## src/hdl/ctf_pkg.sv

```systemverilog
// package: constants, types and helpers for the complementary tilt filter
`default_nettype none
package ctf_pkg;
    localparam int CORDIC_STEPS_DEF = 16;
    localparam int FRAC_BITS_DEF    = 16;
    localparam int ACC_W   = 16;
    localparam int GYRO_W  = 24;
    localparam int ANG_W   = 25;
    localparam int EST_W   = 19;
    localparam int W_W     = 17;
    localparam int PER_W   = 32;
    localparam int CFG_W   = 32;
    localparam int CFG_AW  = 2;
    localparam int IN_W    = 3 * ACC_W + 2 * GYRO_W;
    localparam int IN_BYTES_W  = ((IN_W + 7) / 8) * 8;
    localparam int OUT_W   = 2 * ANG_W;
    localparam int OUT_BYTES_W = ((OUT_W + 7) / 8) * 8;
    localparam int QDEPTH  = 2;
    localparam logic signed [31:0] PI_Q16 = 32'sd205887;
    localparam logic signed [31:0] DEG_PER_RAD_Q24 = 32'sd961263669;
    localparam logic [W_W-1:0] ONE_Q16 = 17'd65536;

    typedef enum logic [CFG_AW-1:0] {
        REG_PITCH_W = 2'd0,
        REG_ROLL_W  = 2'd1,
        REG_PERIOD  = 2'd2,
        REG_DEGREES = 2'd3
    } cfg_idx_t;

    typedef struct packed {
        logic signed [ACC_W-1:0]  accel_x;
        logic signed [ACC_W-1:0]  accel_y;
        logic signed [ACC_W-1:0]  accel_z;
        logic signed [GYRO_W-1:0] gyro_x;
        logic signed [GYRO_W-1:0] gyro_y;
    } sample_t;

    typedef struct packed {
        logic         valid;
    } hs_t;

    function automatic logic signed [63:0] atan_q30(input int i);
        logic signed [63:0] t;
        case (i)
            0: t = 64'sd843314857;  1: t = 64'sd497837829;
            2: t = 64'sd263043837;  3: t = 64'sd133525159;
            4: t = 64'sd67021687;   5: t = 64'sd33543516;
            6: t = 64'sd16775851;   7: t = 64'sd8388437;
            8: t = 64'sd4194283;    9: t = 64'sd2097149;
            default: t = 64'sd1073741824 >>> i;
        endcase
        return t;
    endfunction
endpackage
`default_nettype wire

```

## src/hdl/ctf_front.sv

```systemverilog
// front end: sample intake queue
`default_nettype none
module ctf_front
    import ctf_pkg::*;
(
    input  wire logic    aclk,
    input  wire logic    aresetn,
    input  wire logic    in_valid,
    output logic         in_ready,
    input  wire sample_t in_data,
    output hs_t          q_hs_out,
    input  wire logic    q_pop,
    output sample_t      q_data
);
    sample_t          mem_reg [QDEPTH];
    logic             wp_reg, wp_next, rp_reg, rp_next;
    logic [1:0]       cnt_reg, cnt_next;
    logic             push;

    assign in_ready = (cnt_reg != 2'd2);
    assign push = in_valid && in_ready;
    assign q_hs_out.valid = (cnt_reg != 2'd0);
    assign q_data = mem_reg[rp_reg];

    always_comb begin
        wp_next = push ? ~wp_reg : wp_reg;
        rp_next = (q_pop && q_hs_out.valid) ? ~rp_reg : rp_reg;
        cnt_next = cnt_reg + {1'b0, push} - {1'b0, q_pop && q_hs_out.valid};
    end

    always_ff @(posedge aclk) begin
        if (!aresetn) begin
            wp_reg <= 1'b0;
            rp_reg <= 1'b0;
            cnt_reg <= 2'd0;
        end else begin
            wp_reg <= wp_next;
            rp_reg <= rp_next;
            cnt_reg <= cnt_next;
        end
        if (push) begin
            mem_reg[wp_reg] <= in_data;
        end
    end
endmodule
`default_nettype wire

```

## config.mk

```make
export PLATFORM = sky130hd
export DESIGN_NAME = ctf_front
export DESIGN_NICKNAME = d
export VERILOG_FILES = /design/src/hdl/ctf_pkg.sv /design/src/hdl/ctf_front.sv
export SDC_FILE = /design/constraint.sdc
export NUM_CORES = 1
export LEC_CHECK = 0
export ABC_AREA = 1
export BUFFER_PORTS_ARGS = -buffer_cell sky130_fd_sc_hd__buf_4
export CORE_MARGIN = 4
export CORE_UTILIZATION = 45
export CTS_BUF_LIST = sky130_fd_sc_hd__clkbuf_16
export DETAILED_ROUTE_END_ITERATION = 10
export GPL_ROUTABILITY_DRIVEN = 0
export PLACE_DENSITY = 0.7
export SETUP_SLACK_MARGIN = 0.1
export SLEW_MARGIN = 30
export SYNTH_ARGS = -nofsm -noshare
export SYNTH_HDL_FRONTEND = slang
export SYNTH_SLANG_ARGS = --single-unit
```

## constraint.sdc

```tcl
create_clock -name aclk -period 5.7 [get_ports aclk]
set_input_delay 0.285 -clock aclk [delete_from_list [all_inputs] [get_ports aclk]]
set_output_delay 0.285 -clock aclk [all_outputs]
set_load 0.05 [all_outputs]
```

# ---- Word-level counts from Yosys, hierarchy flattened
# Memory sizes are Yosys's and may differ from the RTL's. A register that Yosys moved wholly into a read port is not among the register bits.
# Cells that the tools add are included.
dict set report word_totals {
  out_inout_bits 98
  n_memories 1
  elab_cells 16
  ramBits 192
  input_bits 100
  regBits 4
}
dict set report op_classes {
  bitwise_logic 2
  add_sub_neg 2
  n_reduce_logical 3
  n_mux 4
  eq_ne 1
}
# name words word_bits read_ports rd_clocked_by_memory_dff wr line
set memory_table {}
lappend memory_table {mem_reg 2 96 1 1 1 ctf_front.sv:15} ;# sample_t mem_reg [QDEPTH];
# operator n
set op_table {}
lappend op_table {{1-bit 2-to-1 mux} 4}
lappend op_table {{2-bit by 1-bit adder with 2-bit output} 1}
lappend op_table {{1-bit logical AND} 2}
lappend op_table {{2-bit inequality test, second input constant} 1}
lappend op_table {{1-bit inverter} 2}
lappend op_table {{2-bit nonzero test} 1}
lappend op_table {{2-bit by 1-bit subtractor with 2-bit output} 1}

# ---- Depth between registers and ports, before layout
# Gate-level depths: netlist of run 1.
dict set report depth {
  depth_word 4
  mapped_depth 11
  mapped_depth_nobuf 11
}

# ---- Least setup slack after synthesis of run 1
# OpenSTA, ideal clock, no wires.
dict set report synth_timing {
  path_kind {reg-to-reg}
  start {register cnt_reg[0]}
  end {memory mem_reg[0][0] (netlist bit) (enable)}
  path_stages_with_launch 5
  path_buffers 0
  required_time_ns 5.148
  setup_time_ns 0.552
  arrival_time_ns 4.931
  slack_ns 0.217
  synth_period_minus_slack_ns 5.483
  cell_sequence {dfxtp_1 -> inv_1 -> nand2_1 -> nand2_1 -> nor2_1}
}
dict set report synth_between {
  elab_chain_len 4
}
# element line
set synth_lines {}
lappend synth_lines {{from (decl)} ctf_front.sv:17} ;# logic [1:0] cnt_reg, cnt_next;
lappend synth_lines {{from (signal assigned)} ctf_front.sv:39} ;# cnt_reg <= cnt_next;
lappend synth_lines {{2-bit inequality test} ctf_front.sv:20} ;# assign in_ready = (cnt_reg != 2'd2);
lappend synth_lines {{via in_ready} ctf_front.sv:9} ;# output logic in_ready,
lappend synth_lines {{1-bit logical AND} ctf_front.sv:21} ;# assign push = in_valid && in_ready;
lappend synth_lines {{1-bit 2-to-1 mux} ctf_front.sv:41} ;# if (push) begin
lappend synth_lines {{1-bit 2-to-1 mux (implied by the code)} ctf_front.sv:42} ;# mem_reg[wp_reg] <= in_data;
lappend synth_lines {{to (decl)} ctf_front.sv:15}
# The timed path passes the listed nets, and every way through them passes these cells.

==> results.yml, run 1 <==
global_routing:
  grt_max_degree: 56
  grt_pass1_vias: 3893
  grt_pass1_wl_mm: 20.8
  grt_use_total_pct: 15.2
  grt.overflow.total: 0
  grt_antenna_before_repair: 0
clocking:
  htreeDepth: 4
  cts_tree: "yes"
  clk_pin_slew_ns: 0.07
  post-cts-setup-buffer-count: 0
  cts_resized: 0
  cts-hold-fix-buffers: 0
  clock-sinks: 197
  cts_made_buffers: 17
  root_buffer: "clkbuf_16"
  clkLatencyLatePin_ns: 0.41
  cts.path.max_buffers: 2
floorplanning:
  core_area_sq_um: 15900
  rows: 46
  die_h_microns: 136
  dieArea_sq_um: 18500
  initial_core_util_pct: 46.2
  io_pins: 198
  die_x_microns: 136
critical_path:
  r2r_cells: 5
  crit_path_end_kind: "output pin"
  r2r_slack_ns: 3.42
  critPathArrivalTime_ns: 2.26
  cp_common_cell: "buf_4"
  crit_path_start_kind: "register"
  path_cells: "buf_4 -> mux2_2 -> buf_4"
  r2r_start: "cnt_reg[0]$_SDFF_PN0_"
  criticalPathCategory: "reg -> out"
  r2r_end: "mem_reg[1][47]$_DFFE_PP_"
  crit_slowest_cell: "dfxtp_4"
  max_stage_delay_ns: 0.70
  required_ns: 5.41
  path_max_fanout: 29
run_status:
  status: "finished, final reports clean"
routing:
  dr.first_iter.drc_count: 208
  routed_via_density: 4.80
  dr_total_vias: 3711
  dr.pass1.iters: 4
  drt_wl_total_mm: 14.0
  drcViolationCount: 0
  post_drt_wl_per_cell_microns: 18.1
  ant_nets: 0
timing:
  fmax_ghz: 0.393
  fin_crit_ns: 2.55
  rsz0062_at_grt: "false"
  hold_viol: 0
  fin_tns_setup_ns: 0
  setup_ws_ns: 3.15
  fin_hold_ws_ns: 0.0498
  max-slew-margin-rel_pct: 49.8
  report.final.slew_viol_count: 0
  setup_violations: 0
  tightest_slew_ns: 0.753
  finalCritPeriodShare_pct: 44.7
  fin_skew_ns: 0.00695
synthesis:
  syn_nets: 437
  synth.area.mux_share_pct: 16.7
  yosys_warnings: 0
  synth-simple-area-share_pct: 1.07
  synthAdderAreaFrac_pct: 0.340
  synth_top_family_by_area: "multiplexers"
  yosysSeqAreaShare_pct: 79.6
  synth_compound_area_share_pct: 0.136
  yosysUniqueCellTypes: 14
  synth.avg_cell_area_sq_um: 22.0
  synth.area.top_cells: "edfxtp_1 78%, mux2_2 8.6%, mux2_4 8.2%"
  synth_xor_area_share_pct: 0
  syn_inst: 335
  synth-seq-cells: 197
  synth_top_area_share_pct: 78.2
  syn_area_sq_um: 7370
  yosys.area.top_type: "edfxtp_1"
layout:
  fin_nets: 647
  final_area_sq_um: 9600
  largest_reg_flops: 192
  drive_gt1_share_pct: 58.5
  layout.cells.non_filler: 773
  fin_util_pct: 60.2
  antenna_cells: 0
  syn2layout_area_growth_pct: 30.3
worst_hold_path:
  hold-path-endpoint: "mem_reg[0][91]$_DFFE_PP_"
  hp-class: "in -> reg"
  min_from: "in_data[91]"
  hold_depth: 1
place:
  io_buffers: 197
  placed_area_sq_um: 9050
  placed_cells: 742
  pre_cts_slack_ns: 3.40
  hpwlAfterDp_mm: 9.63
pwr:
  power_density_nw_per_um2: 493
  p_clk_share_pct: 23.4
  p_comb_share_pct: 36.1
  finalPower_mw: 4.74
  vdd_drop_max_uv: 278
  p_int_mw: 3.06
  swShare_pct: 35.4
  power.switching_mw: 1.68
  sequentialPowerShare_pct: 40.5
  leakage_nw: 3.69
job:
  maxCapViolCount: 0
-- logic make-up (layout without fill, tap and decap cells) --
kind of cell               after synthesis  count (layout)
DFF                                    197             197
muxes                                   96              96
and+or+nand+nor                         20              20
buffers and inverters                   18             240
adders and majority gates                2               2
AOI/OAI and AO/OA                        2               2
-- synthesized netlist by cell type (all sizes together) --
library cell  number
a21oi              2
buf               11
dfxtp              5
edfxtp           192
ha                 2
inv                7
mux2              96
nand2              9
nand3              3
nor2               8
-- area by class of cell --
class                      count  area, sq um
clock buffer                  17          425
clock inverter                14          123
fill                        1197         6340
inverter                       7         28.8
multi-input combinational    120         1350
sequential                   197         5870
tap                          216          270
timing repair buffer         202         1530
-- critical path: cells and delay by family, from the launching register on --
kind	cells	cell delay (ns)
flip-flops	1	0.70
buffers and inverters	2	0.69
multiplexers	1	0.40
-- power groups by stage --
stage	combinational, mW	clock (mW)	sequential (mW)
finish	1.71	1.11	1.92
global route	1.79	1.21	1.94
CTS	1.73	1.14	1.92
detailed placement	1.72	0	1.95
global placement	1.67	0	1.97
floorplan	1.31	0	1.92
-- layout by cell type (no fill, tap or decap), drive strengths merged --
master / instances
a21oi: 2
buf: 202
edfxtp: 192
clkinvlp: 1
ha: 2
nand3: 3
inv: 13
clkbuf: 17
mux2: 96
nand2: 9
bufinv: 2
clkinv: 5
dfxtp: 5
nor2: 8
-- how the worst max path moves through the flow --
stage,slack (ns),end,cells past startpoint
after global placement,3.20,q_data[23],3
after detailed placement,3.40,mem_reg[1][10]$_DFFE_PP_,5
final,3.15,q_data[17],3
after CTS,3.12,q_data[17],3
after global routing,3.07,q_data[17],3
after floorplan,0.22,mem_reg[0][0]$_DFFE_PP_,4
-- layer usage --
metal | vias to the layer above | wire length (microns) | global-route usage, %
li1 | 1721 | - | -
met1 | 1829 | 5640 | 18.8
met2 | 142 | 6920 | 25.0
met3 | 19 | 1160 | 4.85
met4 | 0 | 234 | 5.66
met5 | - | 0 | 0
Power figures use the tool's default switching activity.
==> run 2: changes to the inputs <==
==> constraint.sdc (replaced) <==
create_clock -name aclk -period 2.6 [get_ports aclk]
set_input_delay 0.13 -clock aclk [delete_from_list [all_inputs] [get_ports aclk]]
set_output_delay 0.13 -clock aclk [all_outputs]
set_load 0.05 [all_outputs]
==> run 2 against run 1 <==
  * Clock power is 130% higher
  * Highest routed layer unchanged
  * Combinational power is 130% higher
  * Sequential share of layout area is 6.2 points lower
  * Final cell count is 13% higher
==> results.yml, run 2 (synthesis gave the netlist of run 1 again) <==
run_status:
  status: "finished, final reports clean"
layout:
  fin_nets: 748
  fin_util_pct: 67.0
  final_common_cell: "buf_4"
  syn2layout_area_growth_pct: 44.9
  largest_reg_flops: 192
  drive_gt1_share_pct: 50.4
  layout_common_cells: "201 x buf_4, 192 x edfxtp_1, 99 x dlygate4sd3_1"
  fill_cells: 1044
timing:
  setup_violations: 0
  fin_tns_setup_ns: 0
  rsz0062_at_grt: "false"
  fin_skew_ns: 0.00462
  report.final.slew_viol_count: 0
  tightest_slew_ns: 0.524
  max-slew-margin-rel_pct: 65.1
  fin_crit_ns: 2.16
  fmax_ghz: 0.464
  hold_viol: 0
  finalCritPeriodShare_pct: 82.9
critical_path:
  cp_common_cell: "buf_4"
  crit_path_end_kind: "output pin"
  path_cells: "buf_4 -> mux2_2 -> buf_4"
  required_ns: 2.47
  crit_path_start_kind: "register"
  crit_cells: 3
  critPathArrivalTime_ns: 2.03
  max_stage_delay_ns: 0.67
  path_buf_inv: 2
  criticalPathCategory: "reg -> out"
  path_max_fanout: 31
  cpLargestDelayFamily: "flip-flops"
  r2r_cells: 8
  crit_slowest_cell: "dfxtp_4"
clocking:
  cts_resized: 0
  cts_made_buffers: 17
  htreeDepth: 4
  clkLatencyLatePin_ns: 0.42
  clk_pin_slew_ns: 0.07
  clock-sinks: 197
  root_buffer: "clkbuf_16"
  cts.path.max_buffers: 2
  cts_tree: "yes"
worst_hold_path:
  hold_depth: 2
  hp-class: "in -> reg"
job:
  maxCapViolCount: 0
routing:
  ant_nets: 0
  drt_wl_total_mm: 14.7
  post_drt_wl_per_cell_microns: 16.9
  dr.first_iter.drc_count: 221
  dr_total_vias: 4083
  drcViolationCount: 0
  dr.pass1.iters: 4
  routed_via_density: 4.67
place:
  hpwlAfterDp_mm: 9.34
  io_buffers: 197
floorplanning:
  core_area_sq_um: 15900
  die_h_microns: 136
  die_x_microns: 136
  rows: 46
  io_pins: 198
  dieArea_sq_um: 18500
  initial_core_util_pct: 46.2
global_routing:
  grt_use_total_pct: 15.7
  grt_antenna_before_repair: 0
  grt.overflow.total: 0
  grt_pass1_wl_mm: 22.0
  grt_max_degree: 63
  grt_pass1_vias: 4477
pwr:
  swShare_pct: 35.1
  power_density_nw_per_um2: 1000
  leakage_nw: 4.11
  p_int_mw: 6.93
  sequentialPowerShare_pct: 39.4
  finalPower_mw: 10.7
  p_comb_share_pct: 37.0
  vdd_drop_max_uv: 589
  power.switching_mw: 3.74
  p_clk_share_pct: 23.6
==> run 2: worst paths after layout <==
kind | start | to | slack, ns
worst max register to register | cnt_reg[1]$_SDFF_PN0_ | cnt_reg[1]$_SDFF_PN0_ | 1.00
worst min-delay path | in_data[49] | mem_reg[0][49]$_DFFE_PP_ | 0.44
worst min register to register | rp_reg$_SDFFE_PN0P_ | register | 0.51
worst max-delay path | register | q_data[37] | 0.44
==> run 2: layout make-up <==
| cell class | instances | area, sq um | share of cell area (%) |
|---|---|---|---|
| clock inverter | 13 | 140 | 1.31 |
| timing repair buffer | 303 | 2560 | 24.0 |
| tap | 216 | 270 | 2.53 |
| clock buffer | 17 | 425 | 3.98 |
| sequential | 197 | 5870 | 55.0 |
| multi-input combinational | 120 | 1380 | 12.9 |
| antenna | 1 | 2.50 | 0.0234 |
| inverter | 7 | 30.0 | 0.281 |
==> run 2: what timing repair did <==
item,in CTS,in global routing
endpoints found under the hold margin,197,0
hold buffers,99,0
buffers inserted,0,0
==> run 2: routing by layer <==
metal	vias up	track usage (%)	wire, microns
li1	1925	-	-
met1	1989	18.4	6030
met2	151	27.0	7420
met3	18	5.18	1070
met4	0	5.49	210
met5	-	0	0
==> run 2: power by group through the flow <==
stage	clock [mW]	sequential [mW]	combinational (mW)
after CTS	2.58	4.21	3.98
after global routing	2.73	4.24	4.12
after detailed placement	0	4.28	3.84
final	2.52	4.20	3.95
after floorplan	0	4.18	2.90
after global placement	0	4.25	3.81
==> run 2: per-stage QoR <==
stage | setup WS [ns] | std cells | hold slack [ns] | cell area [sq um]
2_1_floorplan | 0.114 | 335 | 0.223 | 7410
3_3_place_gp | 0.897 | 744 | 0.314 | 9120
3_5_place_dp | 0.859 | 744 | 0.318 | 9120
4_1_cts | 0.397 | 873 | 0.412 | 10700
5_1_grt | 0.342 | 873 | 0.424 | 10700
6_report | 0.444 | 874 | 0.439 | 10700
==> run 3: changes to the inputs <==
==> constraint.sdc (replaced) <==
create_clock -name aclk -period 2 [get_ports aclk]
set_input_delay 0.1 -clock aclk [delete_from_list [all_inputs] [get_ports aclk]]
set_output_delay 0.1 -clock aclk [all_outputs]
set_load 0.05 [all_outputs]
==> run 3 against run 2 <==
  * Clock skew up 0.0029 ns
  * Routed wire length grew 4.1%
  * Sequential share of layout area decreased by 0.18 points
  * Clock power is 18% higher
  * Largest cell class unchanged
==> results.yml, run 3 (synthesis gave the netlist of run 1 again) <==
clocking:
  htreeDepth: 4
  clkLatencyLatePin_ns: 0.42
  clock-sinks: 197
  cts_made_buffers: 17
  clk_pin_slew_ns: 0.07
  cts_tree: "yes"
  cts.path.max_buffers: 2
  cts_resized: 0
  root_buffer: "clkbuf_16"
routing:
  drt_wl_total_mm: 15.3
  drcViolationCount: 0
  routed_via_density: 4.70
  dr.pass1.iters: 6
  post_drt_wl_per_cell_microns: 17.4
  dr_total_vias: 4131
  dr.first_iter.drc_count: 151
  ant_nets: 0
worst_hold_path:
  hold-path-endpoint: "mem_reg[0][36]$_DFFE_PP_"
  min_from: "in_data[36]"
  hp-class: "in -> reg"
  hold_depth: 2
global_routing:
  grt_antenna_before_repair: 0
  grt_max_degree: 60
  grt_use_total_pct: 16.8
  grt_pass1_wl_mm: 23.3
  grt.overflow.total: 0
  grt_pass1_vias: 4523
floorplanning:
  core_area_sq_um: 15900
  initial_core_util_pct: 46.2
  die_h_microns: 136
  io_pins: 198
  rows: 46
  die_x_microns: 136
  dieArea_sq_um: 18500
timing:
  tightest_slew_ns: 0.533
  fin_crit_ns: 1.78
  fin_tns_setup_ns: 0
  report.final.slew_viol_count: 0
  setup_ws_ns: 0.220
  setup_violations: 0
  fin_skew_ns: 0.00754
  finalCritPeriodShare_pct: 89.0
  rsz0062_at_grt: "false"
  max-slew-margin-rel_pct: 64.5
  fmax_ghz: 0.562
  hold_viol: 0
critical_path:
  crit_slowest_cell: "dfxtp_4"
  crit_path_start_kind: "register"
  criticalPathCategory: "reg -> out"
  path_max_fanout: 17
  r2r_cells: 5
  r2r_slack_ns: 0.46
  crit_path_end_kind: "output pin"
  max_stage_delay_ns: 0.47
  critPathArrivalTime_ns: 1.68
  cpLargestDelayFamily: "flip-flops"
  r2r_start: "cnt_reg[0]$_SDFF_PN0_"
  path_cells: "buf_12 -> mux2_2 -> buf_4"
  r2r_end: "mem_reg[0][47]$_DFFE_PP_"
  required_ns: 1.90
  path_buf_inv: 2
run_status:
  status: "finished, final reports clean"
pwr:
  vdd_drop_max_uv: 900
  power_density_nw_per_um2: 1280
  leakage_nw: 4.13
layout:
  final_common_cell: "buf_4"
  fill_cells: 1076
  drive_gt1_share_pct: 51.6
  layout.cells.non_filler: 879
  syn2layout_area_growth_pct: 45.5
  final_area_sq_um: 10700
  antenna_cells: 0
  fin_nets: 753
  largest_reg_flops: 192
  layout_common_cells: "201 x buf_4, 192 x edfxtp_1, 99 x dlygate4sd3_1"
place:
  pre_cts_slack_ns: 0.438
  io_buffers: 197
  hpwlAfterDp_mm: 9.68
  placed_area_sq_um: 9200
  placed_cells: 747
job:
  maxCapViolCount: 0
run 3: layout make-up:
| cell class | instances | area, sq um | area share, % |
|---|---|---|---|
| clock buffer | 17 | 425 | 3.97 |
| clock inverter | 14 | 87.6 | 0.817 |
| inverter | 7 | 30.0 | 0.280 |
| multi-input combinational | 120 | 1380 | 12.9 |
| sequential | 197 | 5870 | 54.8 |
| tap | 216 | 270 | 2.52 |
| timing repair buffer | 308 | 2650 | 24.7 |
run 3: where the power goes:
| part | leakage (nW) | switching [mW] | internal, mW |
|---|---|---|---|
| Combinational | 2.04 | 3.37 | 1.94 |
| Sequential | 1.84 | 0.184 | 5.23 |
| Clock | 0.255 | 1.40 | 1.57 |
run 3: worst max path at each step:
stage / end / cells after the start / from / slack, ns
final: q_data[29] / 3 / register / 0.22
after global routing: q_data[29] / 3 / register / 0.15
after CTS: q_data[29] / 3 / register / 0.12
after detailed placement: q_data[29] / 3 / register / 0.44
after global placement: q_data[29] / 3 / register / 0.45
after floorplan: mem_reg[0][0]$_DFFE_PP_ / 4 / cnt_reg[0]$_SDFF_PN0_ / -0.43
run 3: stage by stage:
stage | utilization, % | hold slack (ns) | total power [mW]
3_5_place_dp | 57.7 | 0.288 | 10.7
6_report | 67.2 | 0.406 | 13.7
3_3_place_gp | 57.7 | 0.285 | 10.6
5_1_grt | 67.2 | 0.384 | 14.2
4_1_cts | 67.2 | 0.379 | 13.8
2_1_floorplan | - | 0.193 | 9.22
run 3: per-layer routing:
metal  routed length, microns  vias to the layer above  GRT usage (%)  share of wire (%)
li1                         -                     1935              -                  -
met1                     6090                     2026           19.3                 40
met4                      243                        0           5.60                1.6
met2                     7860                      148           29.2                 51
met3                     1140                       22           6.07                7.4
met5                        0                        -              0                  0
run 3: what timing repair did:
item                                    in CTS  in global routing
setup buffers                                1                  1
endpoints found under the setup margin      78                  1
pin swaps                                    0                  0
hold endpoints to repair                   197                  0
hold buffers                                99                  0
